### config.mk
export PLATFORM = sky130hd
export DESIGN_NAME = palette_pixel_repack_interleave_top
export DESIGN_NICKNAME = d
export VERILOG_FILES = /design/src/hdl/ppri_pkg.sv /design/src/hdl/ppri_cfg.sv /design/src/hdl/ppri_step.sv /design/src/hdl/palette_pixel_repack_interleave_top.sv
export VERILOG_INCLUDE_DIRS = /design/src /design/src/hdl
export SDC_FILE = /design/constraint.sdc
export NUM_CORES = 1
export LEC_CHECK = 0
export BUFFER_PORTS_ARGS = -buffer_cell sky130_fd_sc_hd__buf_2
export CORE_MARGIN = 2
export CORE_UTILIZATION = 58
export DETAILED_ROUTE_END_ITERATION = 8
export GPL_TIMING_DRIVEN = 0
export PLACE_DENSITY_LB_ADDON = 0.05
export SETUP_SLACK_MARGIN = 0.2
export SLEW_MARGIN = 20
export SYNTH_ARGS = -nofsm -noshare
export SYNTH_HDL_FRONTEND = slang
export SYNTH_SLANG_ARGS = --single-unit
### constraint.sdc
create_clock -name clk -period 8.1 [get_ports clk]
set_input_delay 1.62 -clock clk [delete_from_list [all_inputs] [get_ports clk]]
set_output_delay 1.62 -clock clk [all_outputs]
set_load 0.03 [all_outputs]
### src/hdl/palette_pixel_repack_interleave_top_macros.svh
// ----------------------------------------------------------------------------
// Assertion macros for the palette pixel repacker
// Shared property wrappers; they use clk and rst_n from the enclosing module.
// ----------------------------------------------------------------------------
`ifndef PALETTE_PIXEL_REPACK_INTERLEAVE_TOP_MACROS_SVH
`define PALETTE_PIXEL_REPACK_INTERLEAVE_TOP_MACROS_SVH

// same-cycle implication
`define PPRI_ASSERT_IMP(lbl, ante, cons, msg) \
  lbl: assert property (@(posedge clk) disable iff (!rst_n) (ante) |-> (cons)) \
    else $error(msg);

// next-cycle implication
`define PPRI_ASSERT_NXT(lbl, ante, cons, msg) \
  lbl: assert property (@(posedge clk) disable iff (!rst_n) (ante) |=> (cons)) \
    else $error(msg);

`endif

### src/hdl/ppri_pkg.sv
// ----------------------------------------------------------------------------
// ppri_pkg
// Types, codes and helpers shared by the palette pixel repacker.
// ----------------------------------------------------------------------------
package ppri_pkg;

  localparam int MAX_WIDTH  = 1024;
  localparam int MAX_HEIGHT = 1024;

  localparam int DIM_W  = 11;  // width/height register bits
  localparam int POS_W  = 10;  // column / row counters
  localparam int ADDR_W = 19;
  localparam int HALF_W = 10;  // width/2
  localparam int BANK_W = 18;  // bank size in bytes

  localparam logic [DIM_W-1:0] WIDTH_RESET  = DIM_W'(320);
  localparam logic [DIM_W-1:0] HEIGHT_RESET = DIM_W'(200);
  localparam logic [DIM_W-1:0] WIDTH_MAX    = DIM_W'(MAX_WIDTH & ~7);
  localparam logic [DIM_W-1:0] HEIGHT_MAX   = DIM_W'(MAX_HEIGHT & ~3);

  // pixel_mode codes
  localparam logic [1:0] MODE_2BPP = 2'd0;
  localparam logic [1:0] MODE_4BPP = 2'd1;
  localparam logic [1:0] MODE_8BPP = 2'd2;
  localparam logic [1:0] MODE_OFF  = 2'd3;

  // configuration register indexes
  localparam logic [1:0] REG_MODE   = 2'd0;
  localparam logic [1:0] REG_WIDTH  = 2'd1;
  localparam logic [1:0] REG_HEIGHT = 2'd2;

  typedef struct packed {
    logic [7:0] src_byte;
    logic       frame_start;
  } in_item_t;

  typedef struct packed {
    logic [7:0]        out_byte;
    logic [ADDR_W-1:0] out_addr;
    logic              index_high;
    logic              run_last;
    logic              frame_last;
  } res_item_t;

  // effective configuration as seen by the datapath
  typedef struct packed {
    logic [1:0]        mode;
    logic [DIM_W-1:0]  width;
    logic [DIM_W-1:0]  height;
    logic [HALF_W-1:0] half;
    logic [BANK_W-1:0] bank;
  } cfg_t;

  typedef struct packed {
    logic [POS_W-1:0]  col;
    logic [POS_W-1:0]  row;
    logic [3:0]        held_nib;
    logic              held;
    logic              held_flag;
    logic [ADDR_W-1:0] base;
  } pos_t;

  function automatic logic [DIM_W-1:0] eff_width(input logic [DIM_W-1:0] raw);
    logic [DIM_W-1:0] w;
    w = {raw[DIM_W-1:3], 3'b000};
    if (w > WIDTH_MAX) w = WIDTH_MAX;
    if (w < DIM_W'(8)) w = DIM_W'(8);
    return w;
  endfunction

  function automatic logic [DIM_W-1:0] eff_height(input logic [DIM_W-1:0] raw);
    logic [DIM_W-1:0] h;
    h = {raw[DIM_W-1:2], 2'b00};
    if (h > HEIGHT_MAX) h = HEIGHT_MAX;
    if (h < DIM_W'(4)) h = DIM_W'(4);
    return h;
  endfunction

  // (w/2) * (h/4), both already effective
  function automatic logic [BANK_W-1:0] bank_size(input logic [DIM_W-1:0] w,
                                                  input logic [DIM_W-1:0] h);
    logic [HALF_W-1:0] half;
    logic [8:0]        quarter;
    logic [18:0]       prod;
    half    = w[DIM_W-1:1];
    quarter = h[DIM_W-1:2];
    prod    = 19'(half) * 19'(quarter);
    return prod[BANK_W-1:0];
  endfunction

endpackage

### src/hdl/ppri_cfg.sv
// ----------------------------------------------------------------------------
// ppri_cfg
// Configuration registers; keeps the bank size precomputed at write time.
// ----------------------------------------------------------------------------
module ppri_cfg
  import ppri_pkg::*;
(
  input  logic             clk,
  input  logic             rst_n,
  input  logic             cfg_valid,
  output logic             cfg_ready,
  input  logic [1:0]       cfg_index,
  input  logic [DIM_W-1:0] cfg_data,
  output cfg_t             cfg
);

  logic [1:0]        mode_r;
  logic [DIM_W-1:0]  width_r;
  logic [DIM_W-1:0]  height_r;
  logic [BANK_W-1:0] bank_r;
  logic [DIM_W-1:0]  eff_w;
  logic [DIM_W-1:0]  eff_h;

  assign cfg_ready = 1'b1;

  always_ff @(posedge clk) begin
    if (!rst_n) begin
      mode_r   <= MODE_2BPP;
      width_r  <= WIDTH_RESET;
      height_r <= HEIGHT_RESET;
      bank_r   <= bank_size(eff_width(WIDTH_RESET), eff_height(HEIGHT_RESET));
    end else if (cfg_valid) begin
      unique case (cfg_index)
        REG_MODE: mode_r <= cfg_data[1:0];
        REG_WIDTH: begin
          width_r <= cfg_data;
          bank_r  <= bank_size(eff_width(cfg_data), eff_h);
        end
        REG_HEIGHT: begin
          height_r <= cfg_data;
          bank_r   <= bank_size(eff_w, eff_height(cfg_data));
        end
        default: ;
      endcase
    end
  end

  assign eff_w = eff_width(width_r);
  assign eff_h = eff_height(height_r);

  assign cfg.mode   = mode_r;
  assign cfg.width  = eff_w;
  assign cfg.height = eff_h;
  assign cfg.half   = eff_w[DIM_W-1:1];
  assign cfg.bank   = bank_r;

endmodule

### src/hdl/ppri_step.sv
// ----------------------------------------------------------------------------
// ppri_step
// One packing step: up to two source pixels, at most one packed byte out,
// plus the position and row base update.
// ----------------------------------------------------------------------------
module ppri_step
  import ppri_pkg::*;
(
  input  cfg_t      cfg,
  input  in_item_t  item,
  input  logic      phase,   // second half of a 2bpp byte
  input  pos_t      cur,
  output pos_t      nxt,
  output logic      has_res,
  output res_item_t res
);

  always_comb begin
    pos_t              st;
    logic [3:0]        pix_a;
    logic [3:0]        pix_b;
    logic              flag_a;
    logic              two;
    logic              none;
    logic [DIM_W-1:0]  col2;
    logic [DIM_W-1:0]  row1;
    logic [POS_W-1:0]  new_row;
    logic [ADDR_W-1:0] bank_part;
    logic [17:0]       row_part;
    logic [ADDR_W-1:0] b1;
    logic [ADDR_W-1:0] b2;

    st = cur;
    if (item.frame_start && !phase && cfg.mode != MODE_OFF) st = '0;

    pix_a  = '0;
    pix_b  = '0;
    flag_a = 1'b0;
    two    = 1'b0;
    none   = 1'b0;
    unique case (cfg.mode)
      MODE_2BPP: begin
        two = 1'b1;
        if (!phase) begin
          pix_a = {1'b0, item.src_byte[7:6], 1'b0};
          pix_b = {1'b0, item.src_byte[5:4], 1'b0};
        end else begin
          pix_a = {1'b0, item.src_byte[3:2], 1'b0};
          pix_b = {1'b0, item.src_byte[1:0], 1'b0};
        end
      end
      MODE_4BPP: begin
        two   = 1'b1;
        pix_a = item.src_byte[7:4];
        pix_b = item.src_byte[3:0];
      end
      MODE_8BPP: begin
        pix_a  = (item.src_byte[3:0] <= 4'd3) ? {item.src_byte[2:0], 1'b0}
                                              : item.src_byte[3:0];
        flag_a = |item.src_byte[7:2];
      end
      default: none = 1'b1;
    endcase

    nxt     = st;
    has_res = 1'b0;
    res     = '0;

    if (!none) begin
      if (st.held) begin
        has_res        = 1'b1;
        res.out_byte   = {st.held_nib, pix_a};
        res.index_high = st.held_flag | flag_a;
        nxt.held       = two;
        nxt.held_nib   = two ? pix_b : 4'd0;
        nxt.held_flag  = 1'b0;  // second pixel only exists in flagless modes
      end else if (two) begin
        has_res        = 1'b1;
        res.out_byte   = {pix_a, pix_b};
        res.index_high = 1'b0;
      end else begin
        nxt.held      = 1'b1;
        nxt.held_nib  = pix_a;
        nxt.held_flag = flag_a;
      end
    end

    res.out_addr   = st.base + ADDR_W'(st.col[POS_W-1:1]);
    res.run_last   = (cfg.mode != MODE_2BPP) || phase;
    res.frame_last = 1'b0;

    // advance one pair; on a row change recompute the bank-interleaved base
    col2    = DIM_W'(st.col) + DIM_W'(2);
    row1    = DIM_W'(st.row) + DIM_W'(1);
    new_row = (row1 >= cfg.height) ? '0 : row1[POS_W-1:0];
    b1      = ADDR_W'(cfg.bank);
    b2      = {cfg.bank, 1'b0};
    case (new_row[1:0])
      2'd0:    bank_part = '0;
      2'd1:    bank_part = b1;
      2'd2:    bank_part = b2;
      default: bank_part = b1 + b2;
    endcase
    row_part = 18'(new_row[POS_W-1:2]) * 18'(cfg.half);

    if (has_res) begin
      if (col2 >= cfg.width) begin
        nxt.col        = '0;
        nxt.row        = new_row;
        res.frame_last = (row1 >= cfg.height);
        nxt.base       = bank_part + ADDR_W'(row_part);
      end else begin
        nxt.col = col2[POS_W-1:0];
      end
    end
  end

endmodule

### src/hdl/palette_pixel_repack_interleave_top.sv
// ----------------------------------------------------------------------------
// palette_pixel_repack_interleave_top
// Path: an accepted beat is registered in item_r, and its first packed byte in out_r.
// Throughput: one beat per cycle at 4 and 8 bpp while out_stall is low; a 2bpp beat is
// split into halves by phase_r, as the single result register takes one packed byte per cycle.
// Reset: synchronous active-low; position, held pixel and row base go to zero,
// registers to mode 0, 320 x 200. No clearing pass.
// ----------------------------------------------------------------------------
`include "palette_pixel_repack_interleave_top_macros.svh"

module palette_pixel_repack_interleave_top
  import ppri_pkg::*;
(
  input  logic             clk,
  input  logic             rst_n,
  input  logic             in_valid,
  output logic             in_stall,
  input  in_item_t         in_data,
  output logic             out_valid,
  input  logic             out_stall,
  output res_item_t        out_data,
  input  logic             cfg_valid,
  output logic             cfg_ready,
  input  logic [1:0]       cfg_index,
  input  logic [DIM_W-1:0] cfg_data
);

  cfg_t      cfg;
  in_item_t  item_r;
  logic      item_vld_r;
  logic      phase_r;
  pos_t      pos_r;
  pos_t      pos_nxt;
  logic      step_res;
  res_item_t step_out;
  res_item_t out_r;
  logic      out_vld_r;
  logic      out_free;
  logic      step_go;
  logic      item_done;

  ppri_cfg u_cfg (
    .clk       (clk),
    .rst_n     (rst_n),
    .cfg_valid (cfg_valid),
    .cfg_ready (cfg_ready),
    .cfg_index (cfg_index),
    .cfg_data  (cfg_data),
    .cfg       (cfg)
  );

  ppri_step u_step (
    .cfg     (cfg),
    .item    (item_r),
    .phase   (phase_r),
    .cur     (pos_r),
    .nxt     (pos_nxt),
    .has_res (step_res),
    .res     (step_out)
  );

  assign out_free  = !out_vld_r || !out_stall;
  assign step_go   = item_vld_r && (out_free || !step_res);
  assign item_done = step_go && (cfg.mode != MODE_2BPP || phase_r);
  assign in_stall  = item_vld_r && !item_done;

  always_ff @(posedge clk) begin
    if (!rst_n) begin
      item_vld_r <= 1'b0;
      phase_r    <= 1'b0;
      pos_r      <= '0;
      out_vld_r  <= 1'b0;
    end else begin
      if (in_valid && !in_stall) begin
        item_vld_r <= 1'b1;
      end else if (item_done) begin
        item_vld_r <= 1'b0;
      end
      if (step_go) begin
        phase_r <= !item_done;
        pos_r   <= pos_nxt;
      end
      if (step_go && step_res) begin
        out_vld_r <= 1'b1;
      end else if (out_free) begin
        out_vld_r <= 1'b0;
      end
    end
  end

  // payload registers
  always_ff @(posedge clk) begin
    if (in_valid && !in_stall) item_r <= in_data;
    if (step_go && step_res) out_r <= step_out;
  end

  assign out_valid = out_vld_r;
  assign out_data  = out_r;

  `PPRI_ASSERT_IMP(a_col_even, 1'b1, !pos_r.col[0], "column position went odd")
  `PPRI_ASSERT_IMP(a_phase_mode, item_vld_r && phase_r, cfg.mode == MODE_2BPP,
                   "second half of a beat outside 2bpp mode")
  `PPRI_ASSERT_NXT(a_hold_item, item_vld_r && !item_done, item_vld_r && $stable(item_r),
                   "pending beat dropped before it was finished")
  `PPRI_ASSERT_NXT(a_frame_wrap, step_go && step_res && step_out.frame_last,
                   pos_r.col == '0 && pos_r.row == '0 && pos_r.base == '0,
                   "position did not wrap after the last byte of the image")

endmodule
==> metrics.cfg <==
[outcome]
status=finished clean

[critical_path]
cp_slowest_cell=fa_1
r2r_end=pos_r[17]
worst_ep_required_time_ps=8460
criticalPathCategory=flip-flop to flip-flop
crit_fanout=10
arrival_ps=7950
rr_worst_depth=35
reg2reg_slack_ps=510
cp_common_cell=fa_1
end_kind=flip-flop
start_kind=flip-flop
slowest_delay_ps=550
r2r_start=phase_r

[timing]
setup_slack_ps=509
relSlewSlack_pct=43.2
rsz0062_at_grt=false
hold_viol=0
fin_crit_sh_pct=93.7
tns_ps=0
fin_crit_ps=7590
tightest_slew_ps=852
fmax_mhz=132
setup_viol=0
slew_violations=0
holdWs_ps=457
clock_skew_ps=10.0

[die]
chipHeight_um=161
rows=57
die_w_um=161
ioPinCount=60
core_area_um2=24200
die-area_um2=25900
initial_core_util_pct=58.9

[global_route]
grt_pass1_wl_mm=62.8
antenna_found_initial=0
grt_max_degree=32
grt_pass1_vias=12500
grt_usage_pct=30.8
grt-ovfl-total=0

[flow_run]
maxCapViolations=0

[logic_synthesis]
synthDistinctLibCells=77
syn_avg_cell_area_um2=8.13
synth-main-ff-cell=dfxtp_1
yosysSeqAreaShare_pct=19.8
synthTopCellsByArea=fa_1, ha_1, dfxtp_1
post-synth-top-area-cell=fa_1
ys_ff_latch=122
yosysWarningCount=0
synthCells=1756
synth-edff-count=39
ys_async_sr_fraction_pct=0
syn_nets=2074
yosysTopAreaCellShare_pct=19.1
syn_area_um2=14300

[worst_hold_path]
hp-start=pos_r[6]
hp-class=flip-flop to flip-flop
min_to=pos_r[6]
whs_path_depth=2

[clocking]
cts.clk_slew.worst_paths_ps=60
cts_tree=yes
cts_buffers=17
cts_sinks=122
ctsHtreeMaxLevel=4
clock_path_buffers=2
postCtsHoldBufs=0
clk_latency_ps=430
root_buffer=clkbuf_16

[finish]
utilization_pct=65.8
nets=2164
layoutNonFillerInstCount=2183
antenna_cells=0
area_growth_syn_to_layout_pct=11.7
fin_area_um2=16000
fill_cells=2087
drive_gt1_share_pct=9.84

[power]
power_density_nw_per_um2=131
switching_share_pct=36.3
power_mw=2.10
pwr-share-comb_pct=30.8
p_clk_share_pct=36.3
leakage_nw=7.54
internal_power_mw=1.34
switchingPower_mw=0.761
ir_drop_mv=0.125
p_seq_share_pct=32.9

[placement]
place_congestion=0.912
portBuffers=57
dp_slack_ps=-1310
dp_cells=2138
place_area_um2=15000
place_hpwl_mm=30.4

[routing]
wire_per_inst_um=17.5
via_count=12300
antenna_left=0
drc=0
first_pass_iters=5
drt_iter0_markers=867
wl_mm=38.3
vias_per_cell=5.64

## layout make-up
class | count | area, µm² | area share, %
Multi-Input combinational cell | 1317 | 10400 | 65.5
Sequential cell | 122 | 2830 | 17.8
Tap cell | 324 | 405 | 2.54
Inverter | 241 | 905 | 5.67
Clock buffer | 18 | 429 | 2.69
Buffer | 76 | 389 | 2.44
Clock inverter | 14 | 140 | 0.879
Timing Repair Buffer | 71 | 403 | 2.53
## sequential cells by signal (all words and copies together), names as in the netlist
name	count
u_cfg.mode_r	2
phase_r	1
out_data	30
u_cfg.width_r	8
out_valid	1
item_vld_r	1
u_cfg.bank_r	16
item_r	9
u_cfg.height_r	9
pos_r	45
## per-layer routing
layer | vias to the layer above | share of wire (%) | track usage (%)
li1 | 5927 | - | -
met1 | 5856 | 41 | 37.4
met2 | 424 | 49 | 54.3
met3 | 103 | 4.9 | 3.10
met4 | 0 | 5.0 | 15.7
met5 | - | 0 | 0
## critical path, delay by kind of cell (launching register included)
family | cells | cell delay (ps)
flip-flops | 1 | 340
XOR/XNOR | 2 | 270
AO/OA/AOI/OAI | 9 | 1610
adder cells (fa/ha/maj) | 7 | 2810
AND/OR/NAND/NOR | 9 | 1550
buffers and inverters | 8 | 920
## cell families (layout without fill, tap and decap cells)
kind of cell    count (synthesis)  in the layout  share of synthesized area (%)
compound gates                290            290                           13.1
xor+xnor                       76             76                           4.66
other cells                     1              1                         0.0263
mux                            13             13                          0.911
flops                         122            122                           19.8
buf+inv                       317            420                           8.60
fa+ha+maj                     291            291                           32.6
simple gates                  646            646                           20.2
## repair_timing
action,CTS,global route
endpoints found under the setup margin,13,8
gates resized for setup,39,33
setup buffers,8,5
pin swaps,8,9
hold endpoints to repair,0,0
## worst max-delay path by stage
| stage | start | endpoint | slack [ps] | depth (start not counted) |
|---|---|---|---|---|
| final | phase_r | pos_r[17] | 510 | 35 |
| after global routing | u_cfg.mode_r[0] | pos_r[17] | 180 | 32 |
| after CTS | phase_r | pos_r[17] | 240 | 36 |
| after detailed placement | phase_r | pos_r[18] | -1310 | 37 |
| after global placement | phase_r | pos_r[18] | -1270 | 37 |
| after floorplan | phase_r | pos_r[18] | 480 | 36 |
## cells in the mapped netlist (all sizes together) (5+ instances only)
| master | n |
|---|---|
| nand2 | 256 |
| inv | 238 |
| nor2 | 192 |
| ha | 155 |
| fa | 136 |
| a21oi | 89 |
| dfxtp | 83 |
| o21ai | 68 |
| clkbuf | 56 |
| xnor2 | 50 |
| nor2b | 47 |
| and2 | 45 |
| edfxtp | 39 |
| nand3 | 36 |
| a22oi | 28 |
| xor2 | 26 |
| buf | 20 |
| nor3 | 20 |
| a21o | 18 |
| and3 | 14 |
| mux2i | 13 |
| nand2b | 13 |
| o211ai | 13 |
| a21boi | 10 |
| a211oi | 8 |
| a31oi | 7 |
| o31ai | 7 |
| a32oi | 5 |
| nor4 | 5 |
| o21a | 5 |
## power by group through the flow
stage	Clock (mW)	Sequential [mW]	Combinational [mW]
3_3_place_gp	0	0.703	0.607
3_5_place_dp	0	0.703	0.622
6_report	0.761	0.691	0.646
4_1_cts	0.763	0.690	0.637
5_1_grt	0.787	0.694	0.719
2_1_floorplan	0	0.719	0.434
## placed cells by master (no fill, tap or decap), types with 5 or more instances in the layout
cell type / count
o21ai_1: 15
a21o_1: 18
inv_1: 237
nor2_1: 182
nand3_1: 35
clkbuf_1: 54
and2_1: 34
nor2b_1: 47
nand2_1: 249
a21oi_1: 83
a32oi_1: 5
xor2_1: 26
nor3_1: 16
nand2b_1: 11
buf_2: 62
o21ai_0: 50
o21a_1: 5
ha_1: 151
o31ai_1: 7
edfxtp_1: 39
nand2_2: 7
and2_4: 5
o211ai_1: 11
and3_1: 14
a21boi_0: 6
a22oi_1: 28
clkbuf_16: 18
xnor2_1: 48
dfxtp_1: 83
buf_4: 21
fa_1: 135
nor4_1: 5
nor2_2: 9
a211oi_1: 8
mux2i_1: 13
Power figures use the tool's default switching activity.
